[src/hdl/lbfm_pkg.sv]
// Shared types and constants for the four-momentum Lorentz boost pipeline.
`timescale 1ns / 1ps

package lbfm_pkg;

   // Fraction bits of the momentum format (Q16.16).
   localparam int MOM_FRAC = 16;

   // Pipeline control handed to the iterative arithmetic units.
   typedef struct packed {
      logic adv;   // all pipeline registers advance this cycle
      logic vld;   // the item entering the unit is valid
   } lbfm_ctl_type;

endpackage

[src/hdl/lbfm_sqrt.sv]
// Pipelined integer square root, one result bit per stage.
`timescale 1ns / 1ps

module lbfm_sqrt #(
   parameter int RAD_W  = 64,
   parameter int SIDE_W = 8
) (
   input  logic                      clock,
   input  logic                      reset,
   input  lbfm_pkg::lbfm_ctl_type    ctl,
   input  logic [RAD_W-1:0]          in_rad,
   input  logic [SIDE_W-1:0]         in_side,
   output logic                      out_vld,
   output logic [RAD_W/2-1:0]        out_root,
   output logic [SIDE_W-1:0]         out_side
);

   localparam int RT_W  = RAD_W / 2;
   localparam int REM_W = RT_W + 2;

   logic              vld_ff  [RT_W];
   logic [RAD_W-1:0]  rad_ff  [RT_W];
   logic [RT_W-1:0]   root_ff [RT_W];
   logic [REM_W-1:0]  rem_ff  [RT_W];
   logic [SIDE_W-1:0] side_ff [RT_W];

   for (genvar k = 0; k < RT_W; k++) begin : g_stage
      logic              src_vld;
      logic [RAD_W-1:0]  src_rad;
      logic [RT_W-1:0]   src_root;
      logic [REM_W-1:0]  src_rem;
      logic [SIDE_W-1:0] src_side;
      logic [REM_W+1:0]  shifted;
      logic [REM_W+1:0]  trial;
      logic [REM_W+1:0]  diff;
      logic              ge;

      if (k == 0) begin : g_first
         assign src_vld  = ctl.vld;
         assign src_rad  = in_rad;
         assign src_root = '0;
         assign src_rem  = '0;
         assign src_side = in_side;
      end else begin : g_next
         assign src_vld  = vld_ff[k-1];
         assign src_rad  = rad_ff[k-1];
         assign src_root = root_ff[k-1];
         assign src_rem  = rem_ff[k-1];
         assign src_side = side_ff[k-1];
      end

      // Bring down the next bit pair and test against four times the root plus one.
      always_comb begin
         shifted = {src_rem, src_rad[RAD_W-1:RAD_W-2]};
         trial   = (REM_W+2)'({src_root, 2'b01});
         diff    = shifted - trial;
         ge      = (shifted >= trial);
      end

      always_ff @(posedge clock) begin
         if (reset) begin
            vld_ff[k] <= 1'b0;
         end else if (ctl.adv) begin
            vld_ff[k] <= src_vld;
         end
         if (ctl.adv) begin
            rad_ff[k]  <= src_rad << 2;
            root_ff[k] <= {src_root[RT_W-2:0], ge};
            rem_ff[k]  <= ge ? diff[REM_W-1:0] : shifted[REM_W-1:0];
            side_ff[k] <= src_side;
         end
      end
   end

   assign out_vld  = vld_ff[RT_W-1];
   assign out_root = root_ff[RT_W-1];
   assign out_side = side_ff[RT_W-1];

endmodule
[config.mk]
export PLATFORM = sky130hd
export DESIGN_NAME = lbfm_sqrt
export DESIGN_NICKNAME = d
export VERILOG_FILES = /design/src/hdl/lbfm_pkg.sv /design/src/hdl/lbfm_sqrt.sv
export SDC_FILE = /design/constraint.sdc
export NUM_CORES = 2
export LEC_CHECK = 0
export BUFFER_PORTS_ARGS = -buffer_cell sky130_fd_sc_hd__buf_2
export CELL_PAD_IN_SITES_DETAIL_PLACEMENT = 0
export CELL_PAD_IN_SITES_GLOBAL_PLACEMENT = 1
export CORE_UTILIZATION = 57
export CTS_BUF_LIST = sky130_fd_sc_hd__clkbuf_16
export CTS_CLUSTER_SIZE = 40
export DETAILED_ROUTE_END_ITERATION = 8
export PLACE_DENSITY_LB_ADDON = 0.1
export SYNTH_ARGS = -nofsm -noshare
export SYNTH_HDL_FRONTEND = slang
export SYNTH_MEMORY_MAX_BITS = 65536
export SYNTH_SLANG_ARGS = --single-unit
[constraint.sdc]
create_clock -name clock -period 6.6 [get_ports clock]
set_input_delay 0.99 -clock clock [delete_from_list [all_inputs] [get_ports clock]]
set_output_delay 0.99 -clock clock [all_outputs]
set_load 0.005 [all_outputs]
==> results.json <==
{
  "drive_above_1_share_pct": 7.50,
  "status": "finished, final reports clean",
  "finalMaxSlewViolations": 0,
  "clkSinkCount": 2811,
  "swShare_pct": 27.5,
  "endpoint_kind": "flop",
  "grt_pass1_vias": 71600,
  "power_frac_comb_pct": 18.5,
  "r2r_slack_ns": 2.28,
  "finalSetupViolCount": 0,
  "drt-wirelength-per-cell_um": 19.4,
  "synth.avg_cell_area_um2": 13.4,
  "netlist.top_cell.by_area": "edfxtp_1",
  "synth_edf_count": 2811,
  "syn_nets": 10100,
  "dp_hpwl_um": 176000,
  "ant_nets": 0,
  "die_h_um": 473,
  "cts_resized": 0,
  "syn_area_um2": 126000,
  "path_class": "reg2reg",
  "core_area_um2": 220000,
  "startpoint": "rem_ff[0][390]",
  "grt_max_degree": 196,
  "io_buffers": 116,
  "dr.pass1.iters": 6,
  "synth_ff_type": "edfxtp_1",
  "tritoncts": "built",
  "synth_cell_types": 87,
  "grt_antenna_before_repair": 3,
  "fp.dieW_um": 473,
  "start_kind": "flop",
  "rsz0062_at_grt": "no",
  "synth_top_family_by_area": "simple AND/OR/NAND/NOR gates",
  "cts_buffer_depth": 4,
  "p_sw_mw": 13.5,
  "syn-instance-count": 9443,
  "yosys-top-cells-count": "edfxtp_1, inv_1, nand2_1, ha_1, a21oi_1",
  "tightest_slew_ns": 1.33,
  "yosys.area_share.simple_pct": 9.49,
  "worst_r2r_endpoint": "rem_ff[0][433]",
  "rr_startpoint": "rem_ff[0][390]",
  "syn_to_final_growth_pct": 11.0,
  "clock_latency_ns": 0.92,
  "synthArstFlopShare_pct": 0,
  "gp_congestion": 0.894,
  "dieArea_um2": 224000,
  "num_io_pins": 117,
  "muxShareOfSynthArea_pct": 0.558,
  "synth_area_leaders": "edfxtp_1, ha_1, xnor2_1, xor2_1, inv_1",
  "cts_hold_buf": 0,
  "max_slew_margin_pct": 10.7,
  "worst_ep_arrival_time_ns": 4.94,
  "htree_levels": 5,
  "tns_ns": 0,
  "via_per_inst": 5.63,
  "p_leak_nw": 53.3,
  "yosys_warnings": 0,
  "start_util_pct": 57.4,
  "rows": 172,
  "vias": 72900,
  "period_minus_slack_ns": 4.32,
  "netlist.area_leader.share_pct": 66.8,
  "ir_worst_vdd_mv": 0.289,
  "hold_path.class": "in2reg",
  "ys_seq_elements": 2811,
  "holdWs_ns": 0.235,
  "post_cts_buffers": 0,
  "seqPwrFrac_pct": 48.5,
  "fin_nets": 10400,
  "synth_most_common_cell": "edfxtp_1",
  "yosysSeqAreaShare_pct": 66.8,
  "synth_xor_area_share_pct": 5.78,
  "drc": 0,
  "synth_compound_area_share_pct": 9.10,
  "p_int_mw": 35.6,
  "crit_fanout": 28,
  "synth_adder_area_share_pct": 5.57,
  "root_buffer": "clkbuf_16",
  "pwr_density_cell_nw_per_um2": 350,
  "critPathRequiredTime_ns": 7.22,
  "finalHoldViolCount": 0,
  "crit_path_end": "rem_ff[0][433]",
  "p_clk_share_pct": 33.0,
  "cts_buffers": 306,
  "fin_crit_sh_pct": 65.4,
  "grt_overflow": 0,
  "grt_first_pass_wirelength_um": 394000,
  "max_clock_freq_ghz": 0.231,
  "skew_ns": 0.0734,
  "cap_violations": 0,
  "drt_iter0_markers": 5623,
  "grt.total_usage_pct": 22.4,
  "ff2ff_path_depth": 9,
  "wirelength_um": 251000,
  "clk_pin_slew_ns": 0.06
}
cells in the final DEF, fill, tap and decap left out, types with 92 or more instances in the layout:
cell type / instances
a21o_1: 246
a21oi_1: 537
buf_2: 115
clkbuf_16: 311
edfxtp_1: 2811
ha_1: 562
inv_1: 770
nand2_1: 710
nand2b_1: 105
nand3_1: 155
nand4_1: 98
nor2_1: 493
nor2b_1: 92
nor3_1: 233
nor4_1: 127
o21a_1: 102
o21ai_0: 494
or3_1: 93
xnor2_1: 425
xor2_1: 409
stage by stage:
| stage | instances | cell area [µm²] | setup slack [ns] | utilization (%) | power [mW] |
|---|---|---|---|---|---|
| floorplan | 9443 | 126000 | 3.23 | - | 30.2 |
| CTS | 12900 | 140000 | 2.35 | 63.8 | 49.6 |
| finish | 13000 | 140000 | 2.28 | 63.8 | 49.1 |
| global route | 12900 | 140000 | 2.10 | 63.8 | 51.4 |
| detailed placement | 12400 | 131000 | 2.38 | 59.5 | 33.2 |
| global placement | 12400 | 131000 | 2.50 | 59.5 | 33.1 |
metal layers:
metal | wire (µm) | global-route usage [%]
met3 | 9740 | 2.90
met1 | 107000 | 29.1
met5 | 13 | 0
met2 | 126000 | 38.8
met4 | 8290 | 7.74
worst min path at each step:
stage | startpoint | endpoint | slack (ns) | depth (start not counted)
after floorplan | rad_ff[0][36] | rad_ff[0][100] | 0.40 | 0
after global placement | rad_ff[0][545] | rad_ff[0][609] | 0.40 | 0
after detailed placement | rad_ff[0][75] | rad_ff[0][139] | 0.40 | 0
after CTS | in_rad[38] | rad_ff[0][38] | 0.16 | 1
after global routing | in_side[7] | side_ff[0][7] | 0.17 | 1
final | in_rad[5] | rad_ff[0][5] | 0.23 | 1
registers in the layout, summed over array words and instances (netlist names):
register	cells
rem_ff	1003
root_ff	528
vld_ff	32
rad_ff	992
side_ff	256
critical path, cell delays in order, from the launching register on:
cell and delay [ns]:
edfxtp_1 0.44, or4_1 0.60, or4_1 0.64, or3_1 0.46
nor3_2 0.17, o311ai_1 0.20, nor3_4 0.77, or4_1 0.46
nor3_1 0.13, xor2_1 0.16
logic make-up (layout without fill, tap and decap cells):
kind of cell / Yosys count / count (layout)
AOI/OAI and AO/OA: 1850 / 1850
DFF: 2811 / 2811
xor gates and xnor gates: 834 / 834
other: 1 / 4
and+or+nand+nor: 2420 / 2420
adders and majority gates: 562 / 562
muxes: 64 / 64
buffers and inverters: 901 / 1447
cell type report:
cell class,instances,area (µm²)
clock buffers,311,7780
repair buffers,190,1300
well taps,2958,3700
fillers,16600,79700
clock inverters,222,1720
multi-input cells,5731,38600
flip-flops and latches,2811,84400
diodes,3,7.51
inverters,724,2720
power groups by stage:
stage / registers, mW / clock network, mW / logic [mW]
3_5_place_dp: 24.2 / 0 / 9.03
4_1_cts: 23.8 / 16.6 / 9.11
5_1_grt: 24.0 / 17.3 / 10.2
3_3_place_gp: 24.2 / 0 / 8.94
6_report: 23.8 / 16.2 / 9.09
2_1_floorplan: 23.5 / 0 / 6.71
Note: power is estimated with default switching activity, not from simulation.
